--- config.mk ---
export PLATFORM = sky130hd
export DESIGN_NAME = tcp_reno_window_update
export DESIGN_NICKNAME = d
export VERILOG_FILES = /design/src/design/rwu_pkg.sv /design/src/design/tcp_reno_window_update.sv /design/src/design/rwu_cfg.sv /design/src/design/rwu_alu.sv
export SDC_FILE = /design/constraint.sdc
export NUM_CORES = 1
export LEC_CHECK = 0
export BUFFER_PORTS_ARGS = -buffer_cell sky130_fd_sc_hd__buf_4
export CAP_MARGIN = 20
export CORE_MARGIN = 1.5
export CORE_UTILIZATION = 40
export DETAILED_ROUTE_END_ITERATION = 6
export HOLD_SLACK_MARGIN = 0.08
export PLACE_DENSITY = 0.53
export SKIP_CTS_REPAIR_TIMING = 1
export SKIP_LAST_GASP = 1
export SYNTH_ARGS = -nofsm -noshare
export SYNTH_HDL_FRONTEND = slang
export SYNTH_HIERARCHICAL = 1
export SYNTH_SLANG_ARGS = --single-unit
--- constraint.sdc ---
create_clock -name clk -period 11.5 [get_ports clk]
set_input_delay 0.575 -clock clk [delete_from_list [all_inputs] [get_ports clk]]
set_output_delay 0.575 -clock clk [all_outputs]
set_load 0.03 [all_outputs]
--- src/design/rwu_pkg.sv ---
// Package for the Reno window update block: sequencer states, shared unit
// operation codes, configuration register indexes, reset values and the
// configuration bundle type. No dependencies.
package rwu_pkg;

	localparam int SegWidth     = 16;
	localparam int CwndWidth    = 16;
	localparam int CountWidth   = 18;
	localparam int CreditWidth  = 32;
	localparam int AluWidth     = 33;

	// Register indexes on the configuration port.
	localparam logic [2:0] REG_SEGMENT_SIZE      = 3'd0;
	localparam logic [2:0] REG_WINDOW_CLAMP      = 3'd1;
	localparam logic [2:0] REG_LIMITED_SS_MAX    = 3'd2;
	localparam logic [2:0] REG_BYTE_COUNT_MODE   = 3'd3;
	localparam logic [2:0] REG_OFFLOAD_DIVISOR   = 3'd4;
	localparam logic [2:0] REG_OFFLOAD_MAX_BYTES = 3'd5;
	localparam logic [2:0] REG_BURST_ALLOWANCE   = 3'd6;
	localparam logic [2:0] REG_INITIAL_WINDOW    = 3'd7;

	// Byte counting modes; the fourth code behaves like the doubling mode.
	localparam logic [1:0] BC_OFF = 2'd0;

	localparam logic [15:0] RST_SEGMENT_SIZE      = 16'd1460;
	localparam logic [15:0] RST_WINDOW_CLAMP      = 16'd65535;
	localparam logic [15:0] RST_LIMITED_SS_MAX    = 16'd0;
	localparam logic [1:0]  RST_BYTE_COUNT_MODE   = 2'd0;
	localparam logic [7:0]  RST_OFFLOAD_DIVISOR   = 8'd3;
	localparam logic [15:0] RST_OFFLOAD_MAX_BYTES = 16'd0;
	localparam logic [7:0]  RST_BURST_ALLOWANCE   = 8'd3;
	localparam logic [15:0] RST_INITIAL_WINDOW    = 16'd10;

	localparam logic [14:0] MIN_THRESHOLD = 15'd2;
	localparam logic [1:0]  LAST_PASS     = 2'd2;

	typedef struct packed {
		logic [15:0] segment_size;
		logic [15:0] window_clamp;
		logic [15:0] limited_ss_max;
		logic [1:0]  byte_count_mode;
		logic [7:0]  offload_divisor;
		logic [15:0] offload_max_bytes;
		logic [7:0]  burst_allowance;
	} rwu_cfg_t;

	typedef enum logic [1:0] {
		ALU_ADD,
		ALU_SUB,
		ALU_MUL
	} rwu_alu_op_t;

	typedef enum logic [3:0] {
		ST_IDLE,
		ST_CREDIT,
		ST_LEFT,
		ST_OFF_DIV,
		ST_OFF_SEG,
		ST_OFF_CMP,
		ST_BURST,
		ST_SELECT,
		ST_SS_ADD,
		ST_SS_LOOP,
		ST_CA_MUL,
		ST_CA_SUB,
		ST_CA_CNT,
		ST_FINISH
	} rwu_state_t;

endpackage

--- src/design/tcp_reno_window_update.sv ---
// Top level of the Reno congestion window update block with byte counting.
// Depends on rwu_pkg, rwu_cfg (register file) and rwu_alu (shared unit).
//
// Channel  Direction  Handshake              Contents
// in       to block   in_valid / in_ready    acked_bytes, packets_in_flight, ss_threshold
// out      from block out_valid / out_ready  cwnd_now, window_limited, suggested_threshold
// cfg      to block   cfg_valid / cfg_ready  cfg_index, cfg_data
//
// Each request is stepped from acceptance to its result being loaded by the sequencer,
// which drives one shared add, subtract and multiply unit through the credit update, the
// window test, the offload test where enabled, the burst test, the mode select, the growth
// step and the slow start carry of up to three passes; some tests skip what follows them.
// A new request is taken only back in idle. Reset clears the window to the initial window,
// the counter and the credit. A waiting result only stalls the final step.
module tcp_reno_window_update (
	input  logic        clk,
	input  logic        arst_n,
	input  logic        in_valid,
	output logic        in_ready,
	input  logic [23:0] acked_bytes,
	input  logic [15:0] packets_in_flight,
	input  logic [15:0] ss_threshold,
	output logic        out_valid,
	input  logic        out_ready,
	output logic [15:0] cwnd_now,
	output logic        window_limited,
	output logic [14:0] suggested_threshold,
	input  logic        cfg_valid,
	output logic        cfg_ready,
	input  logic [2:0]  cfg_index,
	input  logic [15:0] cfg_data
);

	localparam int AW = rwu_pkg::AluWidth;

	rwu_pkg::rwu_cfg_t    cfg;
	rwu_pkg::rwu_state_t  state_q, state_d;
	rwu_pkg::rwu_alu_op_t alu_op;
	logic [AW-1:0]        alu_a, alu_b;
	logic [AW:0]          alu_y;

	// Per-connection state.
	logic [15:0] cwnd_q;
	logic [17:0] gcnt_q;
	logic [31:0] credit_q;

	// Captured request and working registers.
	logic [23:0] acked_q;
	logic [15:0] inflight_q;
	logic [15:0] ssth_q;
	logic [15:0] left_q;
	logic [31:0] acc_q;
	logic        off_lt_q;
	logic        limited_q;
	logic [1:0]  pass_q;

	// Output register.
	logic        out_valid_q;
	logic [15:0] cwnd_now_q;
	logic        limited_out_q;
	logic [14:0] thresh_q;

	// Decision terms used by the sequencer and the datapath.
	logic        borrow;
	logic        left_zero;
	logic        off_hit;
	logic        burst_hit;
	logic        ss_blocked;
	logic        ss_double;
	logic [15:0] ss_base;
	logic [16:0] ss_cnt;
	logic        can_grow;
	logic [15:0] cwnd_inc;
	logic        out_free;
	logic [14:0] half;

	rwu_cfg u_cfg (
		.clk      (clk),
		.arst_n   (arst_n),
		.wr_en    (cfg_valid),
		.wr_index (cfg_index),
		.wr_data  (cfg_data),
		.cfg      (cfg)
	);

	rwu_alu u_alu (
		.op (alu_op),
		.a  (alu_a),
		.b  (alu_b),
		.y  (alu_y)
	);

	assign cfg_ready = 1'b1;

	assign borrow    = alu_y[AW];
	assign left_zero = (alu_y[15:0] == 16'd0);
	assign off_hit   = off_lt_q && (acc_q < {16'd0, cfg.offload_max_bytes});
	assign burst_hit = (left_q <= {8'd0, cfg.burst_allowance});
	assign can_grow  = (cwnd_q < cfg.window_clamp);
	assign cwnd_inc  = cwnd_q + 16'd1;
	assign out_free  = !out_valid_q || out_ready;

	// Slow start: with byte counting on, a credit short of one segment stops
	// all growth. Limited slow start caps the step at half its threshold.
	assign ss_blocked = (cfg.byte_count_mode != rwu_pkg::BC_OFF)
		&& (credit_q < {16'd0, cfg.segment_size});
	assign ss_base = ((cfg.limited_ss_max != 16'd0) && (cwnd_q > cfg.limited_ss_max))
		? {1'b0, cfg.limited_ss_max[15:1]} : cwnd_q;
	assign ss_double = cfg.byte_count_mode[1]
		&& ({1'b0, credit_q} >= {16'd0, cfg.segment_size, 1'b0});
	assign ss_cnt = ss_double ? {ss_base, 1'b0} : {1'b0, ss_base};

	assign half = (cwnd_q[15:2] == 14'd0) ? rwu_pkg::MIN_THRESHOLD : cwnd_q[15:1];

	always_ff @(posedge clk or negedge arst_n) begin
		if (!arst_n) begin
			state_q <= rwu_pkg::ST_IDLE;
		end else begin
			state_q <= state_d;
		end
	end

	always_comb begin
		state_d  = state_q;
		in_ready = 1'b0;
		alu_op   = rwu_pkg::ALU_ADD;
		alu_a    = '0;
		alu_b    = '0;
		case (state_q)
			rwu_pkg::ST_IDLE: begin
				in_ready = 1'b1;
				if (in_valid) begin
					state_d = rwu_pkg::ST_CREDIT;
				end
			end
			rwu_pkg::ST_CREDIT: begin
				alu_op  = rwu_pkg::ALU_ADD;
				alu_a   = {1'b0, credit_q};
				alu_b   = {9'd0, acked_q};
				state_d = rwu_pkg::ST_LEFT;
			end
			rwu_pkg::ST_LEFT: begin
				// A borrow or a zero difference means in flight reaches cwnd.
				alu_op = rwu_pkg::ALU_SUB;
				alu_a  = {17'd0, cwnd_q};
				alu_b  = {17'd0, inflight_q};
				if (borrow || left_zero) begin
					state_d = rwu_pkg::ST_SELECT;
				end else if (cfg.offload_max_bytes != 16'd0) begin
					state_d = rwu_pkg::ST_OFF_DIV;
				end else begin
					state_d = rwu_pkg::ST_BURST;
				end
			end
			rwu_pkg::ST_OFF_DIV: begin
				alu_op  = rwu_pkg::ALU_MUL;
				alu_a   = {17'd0, left_q};
				alu_b   = {25'd0, cfg.offload_divisor};
				state_d = rwu_pkg::ST_OFF_SEG;
			end
			rwu_pkg::ST_OFF_SEG: begin
				alu_op  = rwu_pkg::ALU_MUL;
				alu_a   = {17'd0, left_q};
				alu_b   = {17'd0, cfg.segment_size};
				state_d = rwu_pkg::ST_OFF_CMP;
			end
			rwu_pkg::ST_OFF_CMP: begin
				state_d = off_hit ? rwu_pkg::ST_SELECT : rwu_pkg::ST_BURST;
			end
			rwu_pkg::ST_BURST: begin
				state_d = burst_hit ? rwu_pkg::ST_SELECT : rwu_pkg::ST_FINISH;
			end
			rwu_pkg::ST_SELECT: begin
				if (cwnd_q <= ssth_q) begin
					state_d = rwu_pkg::ST_SS_ADD;
				end else if (cfg.byte_count_mode != rwu_pkg::BC_OFF) begin
					state_d = rwu_pkg::ST_CA_MUL;
				end else begin
					state_d = rwu_pkg::ST_CA_CNT;
				end
			end
			rwu_pkg::ST_SS_ADD: begin
				alu_op  = rwu_pkg::ALU_ADD;
				alu_a   = {15'd0, gcnt_q};
				alu_b   = {16'd0, ss_cnt};
				state_d = ss_blocked ? rwu_pkg::ST_FINISH : rwu_pkg::ST_SS_LOOP;
			end
			rwu_pkg::ST_SS_LOOP: begin
				// Each pass that finds a window's worth on the counter takes it off
				// and grows the window by one up to the clamp, at most three passes.
				alu_op = rwu_pkg::ALU_SUB;
				alu_a  = {15'd0, gcnt_q};
				alu_b  = {17'd0, cwnd_q};
				if (borrow || (pass_q == rwu_pkg::LAST_PASS)) begin
					state_d = rwu_pkg::ST_FINISH;
				end
			end
			rwu_pkg::ST_CA_MUL: begin
				alu_op  = rwu_pkg::ALU_MUL;
				alu_a   = {17'd0, cwnd_q};
				alu_b   = {17'd0, cfg.segment_size};
				state_d = rwu_pkg::ST_CA_SUB;
			end
			rwu_pkg::ST_CA_SUB: begin
				alu_op  = rwu_pkg::ALU_SUB;
				alu_a   = {1'b0, credit_q};
				alu_b   = {1'b0, acc_q};
				state_d = rwu_pkg::ST_FINISH;
			end
			rwu_pkg::ST_CA_CNT: begin
				alu_op  = rwu_pkg::ALU_SUB;
				alu_a   = {15'd0, gcnt_q};
				alu_b   = {17'd0, cwnd_q};
				state_d = rwu_pkg::ST_FINISH;
			end
			rwu_pkg::ST_FINISH: begin
				if (out_free) begin
					state_d = rwu_pkg::ST_IDLE;
				end
			end
			default: begin
				state_d = rwu_pkg::ST_IDLE;
			end
		endcase
	end

	// Connection state.
	always_ff @(posedge clk or negedge arst_n) begin
		if (!arst_n) begin
			cwnd_q   <= rwu_pkg::RST_INITIAL_WINDOW;
			gcnt_q   <= '0;
			credit_q <= '0;
		end else begin
			case (state_q)
				rwu_pkg::ST_CREDIT: begin
					// The credit saturates rather than wrapping.
					credit_q <= alu_y[32] ? '1 : alu_y[31:0];
				end
				rwu_pkg::ST_SS_ADD: begin
					if (!ss_blocked) begin
						credit_q <= '0;
						gcnt_q   <= alu_y[17:0];
					end
				end
				rwu_pkg::ST_SS_LOOP: begin
					if (!borrow) begin
						gcnt_q <= alu_y[17:0];
						if (can_grow) begin
							cwnd_q <= cwnd_inc;
						end
					end
				end
				rwu_pkg::ST_CA_SUB: begin
					if (!borrow) begin
						credit_q <= alu_y[31:0];
						if (can_grow) begin
							cwnd_q <= cwnd_inc;
						end
					end
				end
				rwu_pkg::ST_CA_CNT: begin
					if (!borrow) begin
						gcnt_q <= '0;
						if (can_grow) begin
							cwnd_q <= cwnd_inc;
						end
					end else begin
						gcnt_q <= gcnt_q + 18'd1;
					end
				end
				default: begin
				end
			endcase
		end
	end

	// Working registers of the current request.
	always_ff @(posedge clk or negedge arst_n) begin
		if (!arst_n) begin
			limited_q <= 1'b0;
			pass_q    <= '0;
		end else begin
			case (state_q)
				rwu_pkg::ST_IDLE: begin
					limited_q <= 1'b0;
					pass_q    <= '0;
				end
				rwu_pkg::ST_SELECT: begin
					limited_q <= 1'b1;
				end
				rwu_pkg::ST_SS_LOOP: begin
					pass_q <= pass_q + 2'd1;
				end
				default: begin
				end
			endcase
		end
	end

	always_ff @(posedge clk) begin
		case (state_q)
			rwu_pkg::ST_IDLE: begin
				if (in_valid) begin
					acked_q    <= acked_bytes;
					inflight_q <= packets_in_flight;
					ssth_q     <= ss_threshold;
				end
			end
			rwu_pkg::ST_LEFT: begin
				left_q <= alu_y[15:0];
			end
			rwu_pkg::ST_OFF_DIV: begin
				acc_q <= alu_y[31:0];
			end
			rwu_pkg::ST_OFF_SEG: begin
				off_lt_q <= (acc_q < {16'd0, cwnd_q});
				acc_q    <= alu_y[31:0];
			end
			rwu_pkg::ST_CA_MUL: begin
				acc_q <= alu_y[31:0];
			end
			default: begin
			end
		endcase
	end

	// Output register.
	always_ff @(posedge clk or negedge arst_n) begin
		if (!arst_n) begin
			out_valid_q <= 1'b0;
		end else if ((state_q == rwu_pkg::ST_FINISH) && out_free) begin
			out_valid_q <= 1'b1;
		end else if (out_ready) begin
			out_valid_q <= 1'b0;
		end
	end

	always_ff @(posedge clk) begin
		if ((state_q == rwu_pkg::ST_FINISH) && out_free) begin
			cwnd_now_q    <= cwnd_q;
			limited_out_q <= limited_q;
			thresh_q      <= half;
		end
	end

	assign out_valid           = out_valid_q;
	assign cwnd_now            = cwnd_now_q;
	assign window_limited      = limited_out_q;
	assign suggested_threshold = thresh_q;

endmodule

--- src/design/rwu_cfg.sv ---
// Configuration register file of the Reno window update block.
// Depends on rwu_pkg for register indexes, reset values and the bundle type.
module rwu_cfg (
	input  logic              clk,
	input  logic              arst_n,
	input  logic              wr_en,
	input  logic [2:0]        wr_index,
	input  logic [15:0]       wr_data,
	output rwu_pkg::rwu_cfg_t cfg
);

	rwu_pkg::rwu_cfg_t cfg_q;

	// The initial window index has no register here, so a write to it is
	// ignored; the window takes the fixed reset value from the package.
	always_ff @(posedge clk or negedge arst_n) begin
		if (!arst_n) begin
			cfg_q.segment_size      <= rwu_pkg::RST_SEGMENT_SIZE;
			cfg_q.window_clamp      <= rwu_pkg::RST_WINDOW_CLAMP;
			cfg_q.limited_ss_max    <= rwu_pkg::RST_LIMITED_SS_MAX;
			cfg_q.byte_count_mode   <= rwu_pkg::RST_BYTE_COUNT_MODE;
			cfg_q.offload_divisor   <= rwu_pkg::RST_OFFLOAD_DIVISOR;
			cfg_q.offload_max_bytes <= rwu_pkg::RST_OFFLOAD_MAX_BYTES;
			cfg_q.burst_allowance   <= rwu_pkg::RST_BURST_ALLOWANCE;
		end else if (wr_en) begin
			case (wr_index)
				rwu_pkg::REG_SEGMENT_SIZE:      cfg_q.segment_size      <= wr_data;
				rwu_pkg::REG_WINDOW_CLAMP:      cfg_q.window_clamp      <= wr_data;
				rwu_pkg::REG_LIMITED_SS_MAX:    cfg_q.limited_ss_max    <= wr_data;
				rwu_pkg::REG_BYTE_COUNT_MODE:   cfg_q.byte_count_mode   <= wr_data[1:0];
				rwu_pkg::REG_OFFLOAD_DIVISOR:   cfg_q.offload_divisor   <= wr_data[7:0];
				rwu_pkg::REG_OFFLOAD_MAX_BYTES: cfg_q.offload_max_bytes <= wr_data;
				rwu_pkg::REG_BURST_ALLOWANCE:   cfg_q.burst_allowance   <= wr_data[7:0];
				default: begin
				end
			endcase
		end
	end

	assign cfg = cfg_q;

endmodule

--- src/design/rwu_alu.sv ---
// Shared arithmetic unit of the Reno window update block: add, subtract with
// borrow out, and a 16 by 16 multiply. Depends on rwu_pkg for the op codes.
module rwu_alu (
	input  rwu_pkg::rwu_alu_op_t          op,
	input  logic [rwu_pkg::AluWidth-1:0]  a,
	input  logic [rwu_pkg::AluWidth-1:0]  b,
	output logic [rwu_pkg::AluWidth:0]    y
);

	logic [31:0] prod;

	assign prod = a[15:0] * b[15:0];

	always_comb begin
		case (op)
			rwu_pkg::ALU_ADD: y = {1'b0, a} + {1'b0, b};
			rwu_pkg::ALU_SUB: y = {1'b0, a} - {1'b0, b};
			rwu_pkg::ALU_MUL: y = {2'b00, prod};
			default:          y = '0;
		endcase
	end

endmodule
# Word level (Yosys, flattened, before mapping)
# Cells that the tools add are included.
# totals
romBits	0
ramBits	0
word_cells	140
output_inout_bits	35
latch_bits	0
n_memories	0
ff_bits	293
inputBits	80
# op_classes
bitwise_logic	1
magnitude_cmp	8
add_sub_neg	5
n_shift	0
mux	30
div	0
reduce_logical	44
eq_ne	28
n_mul	1
# ops
op	n
$pmux 32 s7	1
$pmux 32 s4	1
$pmux 34 s3	1
$lt 32x16->1	3
$mux 32	3
$pmux 32 s3	1
$mux 18	3
$pmux 18 s3	1
$pmux 4 s13	1
$add 32x32->33	1
$sub 32x32->33	1
$ge 32x17->1	1
$mul 16x16->32	1
$reduce_bool 16->1	2
$eq 4x4->1 const B	6
$add 18x1->18 const B	1
$mux 17	1
$add 16x1->16 const B	1
$eq 4x3->1 const B	4
$gt 16x16->1	1
$le 16x16->1	1
$le 16x8->1	1
$logic_not 16->1	1
$lt 16x16->1	1
other kinds (30)	78

# Logic depth before layout (Yosys ltp)
# depth
ltp_word	11
depth_mapped	43

# Cells and area by module
# The synthesis kept the hierarchy.
# by_module_without_submodules
mod	area_each_um2	cells_each	n_inst
tcp_reno_window_update	12613.3	1268	1
rwu_alu	11143.2	1364	1
rwu_cfg	3176.8	179	1

# Least setup slack after synthesis
# Ideal clock, no wire load.
# synth_path
path_kind	register to register
start	reg cwnd_q[12]
end	reg state_q[0]
period_less_slack_ps	8667
slack_ps	2833
stages_incl_launch_ff	37
arrival_ps	8563
required_ps	11396
setup_ps	104
n_path_buf	5
path_cell_list	dfrtp_1 -> ha_1 -> nand2_1 -> or4_1 -> a21o_1 -> a31oi_1 -> buf_2 -> buf_4 -> mux2i_1 -> o221ai_1 -> clkbuf_1 -> buf_1 -> nand2_1 -> fa_1 -> inv_1 -> fa_1 -> inv_1 -> fa_1 -> inv_1 -> fa_1 -> fa_1 -> inv_1 -> fa_1 -> inv_1 -> ha_1 -> clkbuf_1 -> a21oi_1 -> o221ai_1 -> a31o_2 -> xnor2_1 -> o22ai_1 -> nor4_1 -> a41oi_1 -> a21oi_1 -> o22ai_1 -> o21a_1 -> a221oi_1
# synth_between
elab_chain_len	11
word_cells_on_any_way	19
cone_classes	add/sub: 2; mul: 1; order compare: 2; eq/ne: 1; mux: 8; reduce/logical: 5
# synth_rtl
item	line	rtl
from (decl)	tcp_reno_window_update.sv:43	logic [15:0] cwnd_q;
from (signal assigned)	tcp_reno_window_update.sv:230	cwnd_q <= rwu_pkg::RST_INITIAL_WINDOW;
from (signal assigned)	tcp_reno_window_update.sv:249	cwnd_q <= cwnd_inc;
from (signal assigned)	tcp_reno_window_update.sv:257	cwnd_q <= cwnd_inc;
$gt 16x16->1 (*)	tcp_reno_window_update.sv:107	assign ss_base = ((cfg.limited_ss_max != 16'd0) && (cwnd_q > cfg.limited_ss_max))
$logic_and 1x1->1 (*)	tcp_reno_window_update.sv:107	
$mux 16 (*)	tcp_reno_window_update.sv:108	? {1'b0, cfg.limited_ss_max[15:1]} : cwnd_q;
$mux 17 (*)	tcp_reno_window_update.sv:111	assign ss_cnt = ss_double ? {ss_base, 1'b0} : {1'b0, ss_base};
$pmux 32 s7 (*)	tcp_reno_window_update.sv:129	case (state_q)
net alu_b[7]	tcp_reno_window_update.sv:39	logic [AW-1:0] alu_a, alu_b;
$mul 16x16->32 (tied with other cells)	rwu_alu.sv:12	assign prod = a[15:0] * b[15:0];
$pmux 34 s3 (*)	rwu_alu.sv:15	case (op)
net alu_y[15]	tcp_reno_window_update.sv:40	logic [AW:0] alu_y;
$logic_not 16->1 (*)	tcp_reno_window_update.sv:96	assign left_zero = (alu_y[15:0] == 16'd0);
$logic_or 1x1->1 (*)	tcp_reno_window_update.sv:147	if (borrow || left_zero) begin
$mux 3 (*)	tcp_reno_window_update.sv:147	
$pmux 4 s13 (*)	tcp_reno_window_update.sv:129	
to (signal assigned)	tcp_reno_window_update.sv:117	state_q <= rwu_pkg::ST_IDLE;
to (signal assigned)	tcp_reno_window_update.sv:119	state_q <= state_d;
to (decl)	tcp_reno_window_update.sv:37	rwu_pkg::rwu_state_t state_q, state_d;
# Mark *: on every way through the listed nets, which the timed path passes. The rest lies on a longest branch.
# A chain may end at the register's enable or synchronous reset.

# Worst setup path in the final report
# layout_path
start	reg cwnd_q[11]
end	reg state_q[0]
# The elaborated chain is that of the path after synthesis.

==> results.yml <==
drt:
  routed_wl_um: 94200
  vias_per_cell: 5.82
  wl_met3_um: 5040
  dr_wl_met2_um: 44900
  drt-met1-wl_um: 40700
  drt-pass1-iter-count: 7
  drc: 12
  highest-signal-layer: "met4"
  drtAntennaViolNets: 0
  num_vias: 21900
  drt_iter0_drc: 2051
  wl_per_cell_um: 25.0
clock_network:
  cts_buffers: 35
  htreeDepth: 2
  clk_pin_slew_ps: 60
  cts_root_buffer: "clkbuf_16"
  clk_latency_ps: 580
  clockBufferDepth: 3
  clock_sinks: 293
  cts_tree: "yes"
hold_path:
  min_path_type: "input pin to asynchronous set/reset pin"
synth:
  synth_top_area_cell: "edfxtp_1"
  synth.mux.area_fraction_pct: 3.88
  synth-xor-area-share_pct: 3.44
  synth_simple_gate_area_share_pct: 14.3
  synth_edf_count: 137
  synthArstFlopShare_pct: 53.2
  synthAdderAreaFrac_pct: 26.5
  synth_cell_types: 92
  yosys_warnings: 6
  synth_cells: 2811
  synth_top_family_by_area: "adder cells"
  synth_flop_cell: "edfxtp_1"
  synth_top_area_share_pct: 15.3
  yosysSeqAreaShare_pct: 29.9
  synth_area_um2: 26900
  syn_avg_cell_area_um2: 9.58
  synth_seq_cells: 293
  synth_compound_area_share_pct: 14.6
  ys_top_cells_by_area: "edfxtp_1, fa_1, ha_1"
critical_path:
  crit_fanout: 28
  cp_slowest_cell: "o221ai_2"
  path_class: "flip-flop to flip-flop"
  required_ps: 11950
  start_kind: "flip-flop"
  path_buf_inv: 7
  worstSetupEndpointType: "flip-flop"
  arrival_ps: 10570
  r2r-start: "cwnd_q[11]"
  crit_start: "cwnd_q[11]"
  slowest_delay_ps: 800
  path_delay_family: "adder cells"
timing:
  period_minus_slack_ps: 10120
  clock.fmax_mhz: 98.8
  clock_skew_ps: 36.9
  fin_setup_tns_ps: 0
  finalHoldViolations: 0
  slew_headroom_pct: 19.8
  worst_pin_slew_ps: 1190
  timing.final.crit_share_pct: 88.0
  maxSlewViolCount: 0
  setup_viol: 0
  rsz0062_at_grt: "no"
die:
  die_w_um: 262
  core_region_area_um2: 66200
  die_area_um2: 68900
  ios: 115
  rows: 94
  initial_utilization_pct: 40.7
  die_y_um: 262
global_routing:
  grt_pass1_vias: 22400
  grt_pass1_wl_um: 143000
  grt_max_degree: 100
  grt.overflow.total: 0
  antenna_found_initial: 3
  grt_usage_pct: 27.4
status:
  violations: "DRC"
  status: "finished, violations left"
cells_and_area:
  final_nets: 3412
  diodes: 0
  area_growth_pct: 11.7
  post-route-util_pct: 45.4
  drive_above_1_share_pct: 13.9
  most-common-layout-cells: "inv_1, nand2_1, ha_1, o21ai_0, fa_1"
  final_common_cell: "inv_1"
placed_design:
  routabilityCongestion: 0.968
  dp_hpwl_um: 71500
  io_buffers: 113
flow_run:
  cap_viol_max_count: 0
[metrics by stage]
stage / instance area [um2] / setup slack [ps] / instances / hold slack (ps)
detailed placement: 28800 / 1470 / 3705 / 485
floorplan: 26900 / 2830 / 2813 / 279
CTS: 30100 / 1400 / 3769 / 160
global placement: 28800 / 1600 / 3705 / 491
finish: 30100 / 1380 / 3770 / 133
global route: 30100 / 921 / 3770 / 171
[layer usage]
layer,up-vias,global-route usage (%)
li1,9878,-
met1,11200,36.6
met2,742,45.7
met3,155,3.25
met4,0,9.99
met5,-,0
[path summary, 6_finish.rpt]
kind	slack (ps)	endpoint	cells after the start
min reg2reg	500	pass_q[0]	1
min in group clk	180	ssth_q[2]	1
max in group asynchronous	9860	credit_q[16]	2
min	130	u_cfg/cfg[9]	1
max reg2reg	1380	state_q[0]	33
max	1380	state_q[0]	33
[registers in the layout, summed over array words and instances (netlist names)]
| register | flops |
|---|---|
| u_cfg/cfg | 82 |
| acc_q | 32 |
| credit_q | 32 |
| acked_q | 24 |
| gcnt_q | 18 |
| cwnd_now | 16 |
| cwnd_q | 16 |
| inflight_q | 16 |
| left_q | 16 |
| ssth_q | 16 |
| suggested_threshold | 15 |
| state_q | 4 |
| pass_q | 2 |
| limited_q | 1 |
| off_lt_q | 1 |
| out_valid | 1 |
| window_limited | 1 |
[worst register-to-register path, delay by kind of cell (launching register included)]
family | cells | cell delay, ps
AOI/OAI and AO/OA | 12 | 2950
xor gates and xnor gates | 1 | 300
adders and majority gates | 8 | 3810
buffers and inverters | 7 | 960
DFF | 1 | 700
muxes | 1 | 210
and+or+nand+nor | 4 | 1080
[final cells by class]
class | count | area [um2]
clock buffer | 47 | 1040
sequential | 293 | 8050
multi-input combinational | 2013 | 17000
timing repair buffer | 178 | 1340
inverter | 358 | 1340
fill | 6342 | 36100
clock inverter | 17 | 191
tap | 864 | 1080
[logic make-up after synthesis]
logic type / count (synthesis)
and+or+nand+nor: 744
AOI/OAI and AO/OA: 613
buffers and inverters: 507
adders and majority gates: 453
DFF: 293
xor gates and xnor gates: 105
muxes: 94
other: 2
[cell usage after synthesis, drive strengths merged (42+ instances only)]
library cell,instances
clkbuf,120
and2,138
nor2,75
fa,195
ha,258
nor4,42
o21ai,217
a21o,51
mux2,83
nand2,283
edfxtp,137
a21oi,119
inv,357
xnor2,68
dfrtp,128
Power is not shown: default switching activity piles up to over one toggle a cycle in this logic, so the estimate is an artifact.
